$ cat src/rtl/voxel_first_point_filter_assert.svh
// Assertion helpers for the voxel first-point filter.
`ifndef VOXEL_FIRST_POINT_FILTER_ASSERT_SVH
`define VOXEL_FIRST_POINT_FILTER_ASSERT_SVH

// Same-cycle implication, disabled during reset.
`define VFPF_ASSERT_IMPL(label, clk, rst, a, b) \
  label: assert property (@(posedge clk) disable iff (rst) (a) |-> (b)) \
    else $error("vfpf: same-cycle check failed");

// Next-cycle implication, disabled during reset.
`define VFPF_ASSERT_NEXT(label, clk, rst, a, b) \
  label: assert property (@(posedge clk) disable iff (rst) (a) |=> (b)) \
    else $error("vfpf: next-cycle check failed");

`endif

$ cat src/rtl/vfpf_pkg.sv
`timescale 1ns / 1ps
`default_nettype none

package vfpf_pkg;

  // table geometry
  localparam int TABLE_ENTRIES = 4096;
  localparam int TBL_AW        = $clog2(TABLE_ENTRIES);
  localparam int MAX_PROBES    = 16;
  localparam int PROBE_W       = $clog2(MAX_PROBES + 1);
  localparam int EPOCH_W       = 8;

  // field widths
  localparam int COORD_W  = 32;
  localparam int INT_W    = 16;
  localparam int INV_W    = 26;
  localparam int STRIDE_W = 16;
  localparam int IDX_W    = 21;
  localparam int KEY_W    = 3 * IDX_W;
  localparam int PROD_W   = COORD_W + INV_W + 1;
  localparam int FRAC_W   = 32;
  localparam int CFG_AW   = 2;

  // front-to-back queue, depth must be a power of two
  localparam int QUEUE_DEPTH = 4;
  localparam int QA_W        = $clog2(QUEUE_DEPTH);

  localparam logic [COORD_W-1:0] HASH_GOLDEN = 32'h9e37_79b9;
  localparam logic [INV_W-1:0]   INV_MAX     = 26'd65536000;
  localparam logic [INV_W-1:0]   INV_RESET   = 26'd655360;
  localparam logic [STRIDE_W-1:0] STRIDE_RESET = 16'd4;

  typedef enum logic [CFG_AW-1:0] {
    REG_FILTER_MODE    = 2'd0,
    REG_INV_VOXEL_SIZE = 2'd1,
    REG_KEEP_EVERY     = 2'd2,
    REG_PASS_INTENSITY = 2'd3
  } reg_idx_t;

  typedef enum logic [2:0] {
    B_CLEAR,
    B_IDLE,
    B_PROBE,
    B_CHECK,
    B_EMIT
  } back_state_t;

  // one classified point on its way to the table
  typedef struct packed {
    logic [COORD_W-1:0] x;
    logic [COORD_W-1:0] y;
    logic [COORD_W-1:0] z;
    logic [INT_W-1:0]   intensity;
    logic               lookup;
    logic               keep;
    logic               last;
    logic [KEY_W-1:0]   key;
    logic [TBL_AW-1:0]  slot;
  } vfpf_item_t;

  typedef struct packed {
    logic full;
    logic empty;
  } vfpf_qstat_t;

  // one round of the key hash
  function automatic logic [COORD_W-1:0] mix(input logic [COORD_W-1:0] h,
                                             input logic [COORD_W-1:0] k);
    return h ^ (k + HASH_GOLDEN + (h << 6) + (h >> 2));
  endfunction

  // floor of Q27.32 product, saturated to a 21-bit index
  function automatic logic [IDX_W-1:0] sat_index(input logic [PROD_W-1:0] p);
    logic [PROD_W-FRAC_W-1:0] q;
    q = p[PROD_W-1:FRAC_W];
    if (q[PROD_W-FRAC_W-1] && !(&q[PROD_W-FRAC_W-1:IDX_W-1])) begin
      return {1'b1, {(IDX_W-1){1'b0}}};
    end else if (!q[PROD_W-FRAC_W-1] && (|q[PROD_W-FRAC_W-1:IDX_W-1])) begin
      return {1'b0, {(IDX_W-1){1'b1}}};
    end
    return q[IDX_W-1:0];
  endfunction

  function automatic logic [COORD_W-1:0] sext_idx(input logic [IDX_W-1:0] k);
    return {{(COORD_W-IDX_W){k[IDX_W-1]}}, k};
  endfunction

endpackage

`default_nettype wire

$ cat src/rtl/vfpf_queue.sv
`timescale 1ns / 1ps
`default_nettype none

module vfpf_queue import vfpf_pkg::*; (
  input  wire logic       clk,
  input  wire logic       rst,
  input  wire logic       push,
  input  wire vfpf_item_t push_item,
  input  wire logic       pop,
  output vfpf_item_t      head,
  output vfpf_qstat_t     qstat
);

  vfpf_item_t       slots [QUEUE_DEPTH];
  logic [QA_W-1:0]  wr_ptr;
  logic [QA_W-1:0]  rd_ptr;
  logic [QA_W:0]    count;

  // pointers and fill level
  always_ff @(posedge clk) begin
    if (rst) begin
      wr_ptr <= '0;
      rd_ptr <= '0;
      count  <= '0;
    end else begin
      if (push) begin
        wr_ptr <= wr_ptr + QA_W'(1);
      end
      if (pop) begin
        rd_ptr <= rd_ptr + QA_W'(1);
      end
      if (push && !pop) begin
        count <= count + (QA_W+1)'(1);
      end else if (pop && !push) begin
        count <= count - (QA_W+1)'(1);
      end
    end
  end

  always_ff @(posedge clk) begin
    if (push) begin
      slots[wr_ptr] <= push_item;
    end
  end

  assign head        = slots[rd_ptr];
  assign qstat.full  = (count == (QA_W+1)'(QUEUE_DEPTH));
  assign qstat.empty = (count == '0);

endmodule

`default_nettype wire

$ cat config.mk
export PLATFORM = sky130hd
export DESIGN_NAME = vfpf_queue
export DESIGN_NICKNAME = d
export VERILOG_FILES = /design/src/rtl/voxel_first_point_filter_assert.svh /design/src/rtl/vfpf_pkg.sv /design/src/rtl/vfpf_queue.sv
export SDC_FILE = /design/constraint.sdc
export NUM_CORES = 1
export LEC_CHECK = 0
export ABC_AREA = 1
export BUFFER_PORTS_ARGS = -buffer_cell sky130_fd_sc_hd__buf_2
export CAP_MARGIN = 20
export CORE_MARGIN = 2
export CORE_UTILIZATION = 40
export DETAILED_ROUTE_END_ITERATION = 8
export PLACE_DENSITY = 0.65
export SLEW_MARGIN = 30
export SYNTH_ARGS = -nofsm -noshare
export SYNTH_HDL_FRONTEND = slang
export SYNTH_SLANG_ARGS = --single-unit
$ cat constraint.sdc
create_clock -name clk -period 7.6 [get_ports clk]
set_input_delay 0 -clock clk [delete_from_list [all_inputs] [get_ports clk]]
set_output_delay 0 -clock clk [all_outputs]
set_load 0.01 [all_outputs]
==> results of run 1 <==
[placed cells by master (no fill, tap or decap), drive strengths merged]
| cell type | count |
|---|---|
| ha | 5 |
| a21oi | 3 |
| dfxtp | 9 |
| diode | 2 |
| nor3 | 2 |
| inv | 21 |
| clkinvlp | 5 |
| bufinv | 6 |
| o22ai | 190 |
| nand4 | 1 |
| nand3 | 1 |
| fa | 1 |
| edfxtp | 760 |
| nor2 | 386 |
| o21ai | 385 |
| buf | 401 |
| clkinv | 31 |
| dlygate4sd3 | 194 |
| xor2 | 1 |
| clkbuf | 104 |
| nand2 | 9 |
[where the power goes]
group / internal, W / switching, W / leakage (nW)
clock network: 0.00226 / 0.00161 / 1.28
registers: 0.00485 / 0.0000491 / 7.06
logic: 0.000320 / 0.000585 / 4.09
total: 0.00743 / 0.00224 / 12.4
[state kept, by name, indices dropped and copies added, names as in the netlist, named ones only]
register  flops
slots       760
count         3
rd_ptr        2
wr_ptr        2
[cell usage after synthesis]
master,count
sky130_fd_sc_hd__nand4_1,1
sky130_fd_sc_hd__o21ai_0,375
sky130_fd_sc_hd__buf_2,12
sky130_fd_sc_hd__clkinv_1,1
sky130_fd_sc_hd__buf_4,2
sky130_fd_sc_hd__dfxtp_1,9
sky130_fd_sc_hd__xor2_1,1
sky130_fd_sc_hd__o22ai_1,190
sky130_fd_sc_hd__a21oi_1,3
sky130_fd_sc_hd__nor3_1,2
sky130_fd_sc_hd__fa_1,1
sky130_fd_sc_hd__nor2_1,386
sky130_fd_sc_hd__buf_6,27
sky130_fd_sc_hd__ha_1,5
sky130_fd_sc_hd__clkbuf_1,84
sky130_fd_sc_hd__nand3_1,1
sky130_fd_sc_hd__inv_2,1
sky130_fd_sc_hd__edfxtp_1,760
sky130_fd_sc_hd__nand2_1,9
sky130_fd_sc_hd__o21ai_1,10
sky130_fd_sc_hd__inv_1,15
[area by class of cell]
class / instances / share of cell area
tap: 940 / 0.0329
inverter: 17 / 0.00291
antenna: 2 / 0.000140
multi-input combinational: 984 / 0.132
sequential: 769 / 0.644
clock inverter: 46 / 0.0123
timing repair buffer: 595 / 0.114
clock buffer: 104 / 0.0613
[stage by stage]
stage | cell area (um2) | cells | util | total power, W
6_report | 35700 | 3457 | 0.508 | 0.00967
5_1_grt | 35700 | 3456 | 0.508 | 0.0100
4_1_cts | 35700 | 3454 | 0.507 | 0.00976
3_5_place_dp | 31100 | 3110 | 0.442 | 0.00582
3_3_place_gp | 31100 | 3110 | 0.442 | 0.00579
2_1_floorplan | 28500 | 1895 | - | 0.00545
[worst paths after layout]
kind / startpoint / slack (ns) / cells after the start / endpoint
setup reg to reg: wr_ptr[0] / 4.99 / 5 / slots[0][64]
hold reg to reg: rd_ptr[1] / 0.51 / 1 / register
setup / recovery: register / 3.66 / 6 / head[1]
hold / removal: push_item[0] / 0.13 / 2 / slots[1][0]
[cells by family (layout without fill, tap and decap cells)]
kind of cell / count (synthesis) / count (layout) / share of synthesized area
adder cells (fa/ha/maj): 6 / 6 / 0.00290
buffers and inverters: 142 / 762 / 0.0266
XOR/XNOR: 1 / 1 / 0.000308
flip-flops: 769 / 769 / 0.807
AO/OA/AOI/OAI: 578 / 578 / 0.110
other: 0 / 2 / 0
AND/OR/NAND/NOR: 399 / 399 / 0.0528
[repair_timing]
item                                   CTS  global route
endpoints found under the hold margin  769             0
setup buffers                            0             0
hold buffers                           194             0
[routing by layer]
layer  up-vias  share of wire
li1       8305              -
met2       576           0.49
met4         6          0.024
met1      8990           0.41
met5         -        0.00058
met3       121          0.069
==> run metrics, run 1 <==
run status finished clean; register clock-pin slew on the reported worst setup and hold paths 0.06 ns; met1 routing resource usage after global routing 0.228; worst endpoint required time 7.60 ns; global placement routability congestion 0.748; floorplan core area 70,300 um2; Mapped Area 28,500 um2; highest clock rate 0.254 GHz; Remaining DRCs 0; VDD IR-drop max 218 uV; minimum clock period after layout 3.94 ns; CP max FO 73; routed wirelength normalized by instance count 19.8 um; vias post-DR 18,000; largest net degree at the start of global routing 221; total number of nets in the final design 2,648; kind of critical path reg2out; critical path's slowest cell sky130_fd_sc_hd__buf_4; kind of end point of the critical path output pin; clock sink count 769; buffers added on ports 385; power density over the cells 271 nW/um2; unrepaired setup endpoints after global routing no; worst max-slew margin expressed relative to the limit 0.332; clock tree from TritonCTS yes; number of rows in the core area 97; worst min-delay path category in2reg; chain of cells forming the critical path inv_4, buf_4, buf_4, o21ai_0, o22ai_1, buf_2; detailed router's first-iteration violation count 1,502; minimum setup slack after placement 4.23 ns; most area-consuming cells after synthesis sky130_fd_sc_hd__edfxtp_1 (80%), sky130_fd_sc_hd__o21ai_0 (6.6%), sky130_fd_sc_hd__nor2_1 (5.1%); most frequent CP cell sky130_fd_sc_hd__buf_4; most heavily used metal layer in global routing met2; Antenna Violating Nets Remaining 0; total area of multi-input combinational cells 4730 um2; clock tree skew after final layout 0.0207 ns; data arrival at the endpoint of the critical path 3.94 ns; level count of the clock H-tree 3; Startpoint Class register; CP max stage delay 0.80 ns; met3 routing resource usage after global routing 0.0474; transition time at the pin with the least slew margin 1.00 ns; overall die height 271 um; number of slew-limit violations in the final report 0; remaining global-route overflow 0; via count of the first global-routing pass 18,600; final hold slack 0.133 ns; number of standard cells after synthesis 1,895; Yosys warning total 0; P_leak 12.4 nW; drt first pass iters 5; library cells used by synthesis 21; number of synthesized register bits 769; buffer and inverter count on the worst path 4; Inserted Clock Buffers 81; Die X 271 um; aggregate routed wire length 68,400 um; first-pass GRT wire length 104,000 um; final-report setup violation count 0; filler instances 5,797; Global Route Usage Sum 0.182; fraction of layout cells with a size suffix above 1 0.211; starting density of the core 0.405; post-cts sizing count 0; HPWL Detailed 35,800 um; sequential cell area 23,000 um2; Layout area overhead 25.3%; hold violation count in the final report 0; area share of the leading cell type in the synthesized netlist 0.801; Setup TNS Final 0 ns; syn nets 2,095; die area 73,400 um2; clock root buffer master sky130_fd_sc_hd__clkbuf_16; fin crit share 0.518; crit-path leading delay family buffers and inverters; GRT met2 Usage 0.311; mean instance size in the synthesized netlist 15.0 um2; post-synth top area cell sky130_fd_sc_hd__edfxtp_1; sequential-to-total area share from yosys stat 0.807; antenna violations before repair 4; drt via density 5.21; boundary pin count 386; Max-cap violations 0; Clock Latency Late Sink 0.61 ns; final setup margin 3.66 ns; buffer depth of the longest clock path 3
Note: power is estimated with default switching activity, not from simulation.
==> run 2: changes to the inputs <==
ABC_AREA = 0   (was 1)
clock period = 4 ns   (was 7.6 ns; I/O delays follow)
==> run 2 against run 1 <==
Net effect: critical path depth decreased by 3; register-to-register slack got worse by 3.1 ns; cell area decreased by 0.80%; sequential share of layout area increased by 0.52 points; highest routed layer unchanged; combinational power increased by 100%; utilization increased by 0.74 points; clock skew decreased by 0.0085 ns; synthesized cell count decreased by 45%; sequential power increased by 92%; count of clock-buffer cells in the layout decreased by 5; critical path type unchanged; non-clock buffer count increased by 11; via count decreased by 26%.
==> run metrics, run 2 <==
clock tree from TritonCTS yes (unchanged); via count of the first global-routing pass 14,600 (was 18,600); CP max stage delay 0.90 ns (was 0.80 ns); most area-consuming cells after synthesis sky130_fd_sc_hd__edfxtp_1 (82%), sky130_fd_sc_hd__mux4_2 (15%), sky130_fd_sc_hd__dfxtp_1 (0.65%) (was sky130_fd_sc_hd__edfxtp_1 (80%), sky130_fd_sc_hd__o21ai_0 (6.6%), sky130_fd_sc_hd__nor2_1 (5.1%)); Setup TNS Final 0 ns (unchanged); detailed router's first-iteration violation count 899 (was 1,502); aggregate routed wire length 57,500 um (was 68,400 um); power density over the cells 514 nW/um2 (was 271 nW/um2); sequential cell area 23,000 um2 (unchanged); Clock Latency Late Sink 0.61 ns (about the same); fraction of layout cells with a size suffix above 1 0.412 (was 0.211); drt via density 4.97 (was 5.21); routed wirelength normalized by instance count 21.5 um (was 19.8 um); highest clock rate 0.376 GHz; Synth Area in Simple Gates 0.00266 (was 0.0528); switching fraction of total power 0.221 (was 0.232); buffers added on ports 385 (unchanged); final hold slack 0.150 ns (was 0.133 ns); boundary pin count 386 (unchanged); Pint 0.0142 W (was 0.00743 W); number of enable-type register cells in the synthesized netlist 760 (unchanged); number of flip-flops under the largest register name 760 (unchanged); dominant cell by count in the synthesized netlist sky130_fd_sc_hd__edfxtp_1 (unchanged); Synth Area in Compound Gates 0.000360 (was 0.110); transition time at the pin with the least slew margin 0.832 ns (was 1.00 ns); fin crit share 0.665; CP max FO 31 (was 73); hold violation count in the final report 0 (unchanged); most numerous cell types in the synthesized netlist sky130_fd_sc_hd__edfxtp_1 (760), sky130_fd_sc_hd__mux4_2 (190), sky130_fd_sc_hd__buf_2 (22) (was sky130_fd_sc_hd__edfxtp_1 (760), sky130_fd_sc_hd__nor2_1 (386), sky130_fd_sc_hd__o21ai_0 (375)); area share of the leading cell type in the synthesized netlist 0.821 (was 0.801); net switching power figure 0.00402 W (was 0.00224 W); P_leak 11.9 nW (was 12.4 nW); startpoint of the worst hold path push_item[61] (was push_item[0]); Layout area overhead 27.4% (was 25.3%); antenna violations before repair 3 (was 4); kind of critical path reg2out (unchanged); clock sink count 769 (unchanged); number of standard cells after synthesis 1,036 (was 1,895); drt first pass iters 7 (was 5); run status finished clean (unchanged); Mapped Area 27,800 um2 (was 28,500 um2); Yosys warning total 0 (unchanged); Die X 268 um (was 271 um); unrepaired setup endpoints after global routing no (unchanged); critical path's slowest cell sky130_fd_sc_hd__dfxtp_4 (was sky130_fd_sc_hd__buf_4); HPWL Detailed 33,600 um (was 35,800 um); leading registers by flop count slots: 760 flops, count: 3 flops (unchanged); largest net degree at the start of global routing 92 (was 221); number of slew-limit violations in the final report 0 (unchanged); number of synthesized register bits 769 (unchanged); register with the most flip-flops slots (unchanged); number of rows in the core area 96 (was 97); ys async rst share 0 (unchanged); total area of multi-input combinational cells 4520 um2 (was 4730 um2); syn nets 1,236 (was 2,095); Startpoint Class register (unchanged); Remaining DRCs 0 (unchanged); filler instances 5,384 (was 5,797); most common library cell in the layout ignoring fill and taps sky130_fd_sc_hd__edfxtp_1 (unchanged); register clock-pin slew on the reported worst setup and hold paths 0.06 ns (about the same); mean instance size in the synthesized netlist 26.8 um2 (was 15.0 um2); floorplan core area 68,700 um2 (was 70,300 um2); worst min-delay path category in2reg (unchanged); Antenna Violating Nets Remaining 0 (unchanged); first-pass GRT wire length 85,800 um (was 104,000 um); chain of cells forming the critical path buf_4, mux4_2, buf_2 (was inv_4, buf_4, buf_4, o21ai_0, o22ai_1, buf_2); kind of end point of the critical path output pin (unchanged); post-synthesis share of cell area spent on full adders, half adders and majority gates 0.00297 (was 0.00290); clock root buffer master sky130_fd_sc_hd__clkbuf_16 (unchanged); data arrival at the endpoint of the critical path 2.66 ns (was 3.94 ns); global placement routability congestion 0.724 (was 0.748); library cells used by synthesis 21 (unchanged); vias post-DR 13,300 (was 18,000); Most used DFF post-synth sky130_fd_sc_hd__edfxtp_1 (unchanged); die area 71,600 um2 (was 73,400 um2); level count of the clock H-tree 3 (unchanged); Global Route Usage Sum 0.160 (was 0.182); clock tree skew after final layout 0.0122 ns (was 0.0207 ns); VDD IR-drop max 355 uV (was 218 uV); proportion of power drawn by flip-flops and latches 0.516 (was 0.507); Max-cap violations 0 (unchanged); overall die height 268 um (was 271 um); portion of netlist area occupied by mux cells 0.155 (was 0); final-report setup violation count 0 (unchanged); buffer depth of the longest clock path 3 (unchanged); Post-Synth XOR/XNOR Area 0.00158 (was 0.000307); sequential-to-total area share from yosys stat 0.827 (was 0.807); post-synth top area cell sky130_fd_sc_hd__edfxtp_1 (unchanged); clock share of power 0.383 (was 0.400); remaining global-route overflow 0 (unchanged); minimum clock period after layout 2.66 ns; Inserted Clock Buffers 81 (unchanged); launching point of the worst reg2reg path wr_ptr[0] (unchanged); worst endpoint required time 4.00 ns (was 7.60 ns); Final Core Density 0.515 (was 0.508); combinational family with the most area after synthesis multiplexers (was compound AO/OA/AOI/OAI gates); total number of nets in the final design 1,882 (was 2,648); Comb power frac 0.101 (was 0.094); starting density of the core 0.405 (about the same); worst max-slew margin expressed relative to the limit 0.446 (was 0.332); top library cells by usage in the layout, fill and taps aside sky130_fd_sc_hd__edfxtp_1 (760), sky130_fd_sc_hd__buf_2 (385), sky130_fd_sc_hd__dlygate4sd3_1 (194) (was sky130_fd_sc_hd__edfxtp_1 (760), sky130_fd_sc_hd__nor2_1 (386), sky130_fd_sc_hd__buf_2 (385))
run 2: cell types whose count changed after synthesis, moves of 4 or more:
cell and change:
sky130_fd_sc_hd__mux4_2 +190, sky130_fd_sc_hd__and2_1 +4, sky130_fd_sc_hd__inv_1 -11, sky130_fd_sc_hd__nand2_1 -8
sky130_fd_sc_hd__o21ai_1 -10, sky130_fd_sc_hd__o22ai_1 -190, sky130_fd_sc_hd__buf_2 +10, sky130_fd_sc_hd__clkbuf_1 -82
sky130_fd_sc_hd__nor2_1 -379, sky130_fd_sc_hd__buf_6 -16, sky130_fd_sc_hd__buf_1 +8, sky130_fd_sc_hd__o21ai_0 -374
run 2: repair_timing:
item	4_1_cts	5_1_grt
hold buffers	194	0
endpoints found under the hold margin	769	0
setup buffers	0	0
resized for setup	0	0
run 2: final cells by class:
class,count,area share
Sequential cell,769,0.650
Multi-Input combinational cell,220,0.128
Timing Repair Buffer,606,0.120
Clock buffer,99,0.0597
Tap cell,931,0.0329
Clock inverter,42,0.00947
Inverter,4,0.000424
Antenna cell,1,0.0000707
run 2: cell families (layout without fill, tap and decap cells):
family                   after synthesis  in the layout
flip-flops                           769            769
multiplexers                         192            192
buffers and inverters                 47            751
AND/OR/NAND/NOR                       15             15
adder cells (fa/ha/maj)                6              6
XOR/XNOR                               5              5
AO/OA/AOI/OAI                          2              2
other                                  0              1
run 2: worst paths after layout:
| path | to | slack (ns) | cells after the start |
|---|---|---|---|
| setup / recovery | head[14] | 1.34 | 3 |
| hold / removal | slots[3][61] | 0.15 | 2 |
| setup reg to reg | slots[3][106] | 1.89 | 3 |
| hold reg to reg | count[2] | 0.53 | 2 |
run 2: metal layers:
metal | vias to the layer above | share of wire | global-route usage
met5 | - | 0.00047 | 0
met4 | 4 | 0.021 | 0.0516
met3 | 87 | 0.071 | 0.0482
met2 | 388 | 0.51 | 0.272
met1 | 7002 | 0.40 | 0.195
li1 | 5808 | - | -
run 2: through the flow:
| step | worst slack, ns | instances | cell area, um2 | power (W) |
|---|---|---|---|---|
| floorplan | 0.689 | 1036 | 27800 | 0.0105 |
| CTS | 1.19 | 2670 | 35400 | 0.0184 |
| detailed placement | 1.75 | 2335 | 31000 | 0.0113 |
| finish | 1.34 | 2672 | 35400 | 0.0182 |
| global placement | 1.75 | 2335 | 31000 | 0.0112 |
| global route | 1.11 | 2672 | 35400 | 0.0189 |
run 2: worst max-delay path: cells and delay by family (launching register included):
kind / cells / cell delay, ns
DFF: 1 / 0.90
buffers and inverters: 2 / 0.59
muxes: 1 / 0.55
run 2: power by group through the flow:
stage / registers, W / clock network, W / logic [W]
floorplan: 0.00952 / 0 / 0.000993
global placement: 0.00953 / 0 / 0.00169
detailed placement: 0.00956 / 0 / 0.00171
CTS: 0.00939 / 0.00716 / 0.00188
global route: 0.00941 / 0.00751 / 0.00198
finish: 0.00939 / 0.00697 / 0.00184
==> run 3: changes to the inputs <==
clock period = 2.55 ns   (was 4 ns; I/O delays follow)
==> run 3 against run 2 <==
Net effect: sequential cell count did not move; worst setup slack got worse by 1.1 ns; final cell count rose by 1.6%; global-route usage fell by 0.16 points; first-iteration DRC count rose by 13%; critical path depth did not move; register-to-register slack got worse by 1.4 ns; wire length fell by 1.5%; non-clock buffer count rose by 42; highest routed layer is now met4.
==> run metrics, run 3 (same netlist as run 2, synthesis figures left out) <==
starting density of the core 0.405 (unchanged); buffer depth of the longest clock path 3 (unchanged); data arrival at the endpoint of the critical path 2.32 ns (was 2.66 ns); via count of the first global-routing pass 14,300 (was 14,600); worst reg-to-reg setup slack 0.49 ns (was 1.89 ns); transition time at the pin with the least slew margin 0.487 ns (was 0.832 ns); drt via density 4.91 (was 4.97); level count of the clock H-tree 3 (unchanged); antenna violations before repair 4 (was 3); power density over the cells 804 nW/um2 (was 514 nW/um2); worst max-slew margin expressed relative to the limit 0.676 (was 0.446); clock root buffer master sky130_fd_sc_hd__clkbuf_16 (unchanged); filler instances 5,326 (was 5,384); HPWL Detailed 35,100 um (was 33,600 um); number of cells on the worst reg-to-reg path 5 (was 3); most common library cell in the layout ignoring fill and taps sky130_fd_sc_hd__edfxtp_1 (unchanged); leading registers by flop count slots: 760 flops, count: 3 flops (unchanged); Layout area overhead 29.6% (was 27.4%); final hold slack 0.136 ns (was 0.150 ns); r2r endpoint count[2] (was slots[3][106]); largest net degree at the start of global routing 65 (was 92); unrepaired setup endpoints after global routing no (unchanged); endpoint with the worst hold slack slots[2][126] (was slots[3][61]); drt first pass iters 5 (was 7); worst endpoint required time 2.55 ns (was 4.00 ns); Antenna Violating Nets Remaining 0 (unchanged); number of flip-flops under the largest register name 760 (unchanged); buffers added on ports 385 (unchanged); minimum setup slack after placement 0.770 ns (was 1.75 ns); Cells on Worst Hold Path 2 (unchanged); minimum clock period after layout 2.32 ns; Inserted Clock Buffers 78 (was 81); GRT met2 Usage 0.265 (was 0.272); count of non-filler cells in the finished layout 2,715 (was 2,672); proportion of power drawn by flip-flops and latches 0.507 (was 0.516); first-pass GRT wire length 84,800 um (was 85,800 um); top library cells by usage in the layout, fill and taps aside sky130_fd_sc_hd__edfxtp_1 (760), sky130_fd_sc_hd__buf_2 (385), sky130_fd_sc_hd__dlygate4sd3_1 (196) (was sky130_fd_sc_hd__edfxtp_1 (760), sky130_fd_sc_hd__buf_2 (385), sky130_fd_sc_hd__dlygate4sd3_1 (194)); kind of critical path reg2out (unchanged); Max-cap violations 0 (unchanged); aggregate routed wire length 56,600 um (was 57,500 um); Remaining DRCs 0 (unchanged); hold violation count in the final report 0 (unchanged); Startpoint Class register (unchanged); cell count after placement 2,376 (was 2,335); clock tree from TritonCTS yes (unchanged); fin crit share 0.911; overall die height 268 um (unchanged); VDD IR-drop max 692 uV (was 355 uV); Die X 268 um (unchanged); Comb power frac 0.105 (was 0.101); most heavily used metal layer in global routing met2 (unchanged); net switching power figure 0.00622 W (was 0.00402 W); Setup TNS Final 0 ns (unchanged); number of slew-limit violations in the final report 0 (unchanged); CP max FO 50 (was 31); launching point of the worst reg2reg path count[0] (was wr_ptr[0]); worst min-delay path category in2reg (unchanged); register clock-pin slew on the reported worst setup and hold paths 0.06 ns (about the same); final-report setup violation count 0 (unchanged); remaining global-route overflow 0 (unchanged); post-cts sizing count 0 (unchanged); die area 71,600 um2 (unchanged); routed wirelength normalized by instance count 20.9 um (was 21.5 um); vias post-DR 13,300 (about the same); boundary pin count 386 (unchanged); clock share of power 0.388 (was 0.383); final setup margin 0.227 ns (was 1.34 ns); Global Route Usage Sum 0.158 (was 0.160); Clock Latency Late Sink 0.61 ns (about the same); global placement routability congestion 0.740 (was 0.724); clock sink count 769 (unchanged); P_leak 12.2 nW (was 11.9 nW); detailed router's first-iteration violation count 1,020 (was 899); register with the most flip-flops slots (unchanged); Pint 0.0227 W (was 0.0142 W); clock tree skew after final layout 0.0130 ns (was 0.0122 ns); total number of nets in the final design 1,921 (was 1,882); highest clock rate 0.430 GHz; floorplan core area 68,700 um2 (unchanged); switching fraction of total power 0.215 (was 0.221); Post-CTS Setup Repair Bufs 0 (unchanged); fraction of layout cells with a size suffix above 1 0.423 (was 0.412); run status finished clean (unchanged); number of rows in the core area 96 (unchanged); startpoint of the worst hold path push_item[126] (was push_item[61]); kind of end point of the critical path output pin (unchanged); met3 routing resource usage after global routing 0.0484 (was 0.0482); met1 routing resource usage after global routing 0.197 (was 0.195)
==> run 3: cell count changes in the layout (fill, tap and decap cells not counted), sizes merged <==
cell,change
dlygate4sd3,+2
clkinvlp,+1
inv,-2
bufinv,+6
clkbuf,-2
buf,+40
clkinv,-5
diode,+3
==> run 3: routing by layer <==
layer | up-vias | wire length, um
li1 | 5891 | -
met5 | - | 0
met4 | 0 | 1180
met2 | 401 | 28800
met1 | 6970 | 22300
met3 | 81 | 4280
==> run 3: worst max path at each step <==
stage                        endpoint  slack (ns)
after detailed placement     head[87]        0.77
after CTS                    head[87]        0.11
after global routing         head[87]        0.04
after floorplan           slots[2][0]        0.23
final                        head[87]        0.23
after global placement       head[87]        0.78
==> run 3: final cells by class <==
type                            count  area [um2]  share of cell area
Antenna cell                        4        10.0            0.000278
Timing Repair Buffer              648        4780               0.133
Tap cell                          931        1160              0.0323
Multi-Input combinational cell    220        4520               0.125
Clock inverter                     42         482              0.0134
Inverter                            4        15.0            0.000417
Sequential cell                   769       23000               0.639
Clock buffer                       97        2040              0.0568
==> run 3: power groups by stage <==
stage / clock [W] / combinational [W] / sequential (W)
floorplan: 0 / 0.00156 / 0.0149
global placement: 0 / 0.00280 / 0.0149
detailed placement: 0 / 0.00283 / 0.0150
CTS: 0.0115 / 0.00311 / 0.0147
global route: 0.0120 / 0.00327 / 0.0147
finish: 0.0112 / 0.00303 / 0.0147
==> run 3: worst max-delay path: stages, from the launching register on <==
cell and delay [ns]:
sky130_fd_sc_hd__dfxtp_4 0.51, sky130_fd_sc_hd__buf_12 0.41, sky130_fd_sc_hd__mux4_2 0.60, sky130_fd_sc_hd__buf_2 0.16
==> run 3: timing repair <==
item | 4_1_cts | 5_1_grt
endpoints found under the hold margin | 813 | 0
hold buffers | 196 | 0
endpoints found under the setup margin | 0 | 0
==> run 3: per-stage QoR <==
stage	cell area (um2)	total power, W	utilization
CTS	36000	0.0293	0.524
detailed placement	31500	0.0178	0.459
finish	36000	0.0289	0.524
global route	36000	0.0300	0.524
global placement	31500	0.0177	0.459
floorplan	27800	0.0165	-
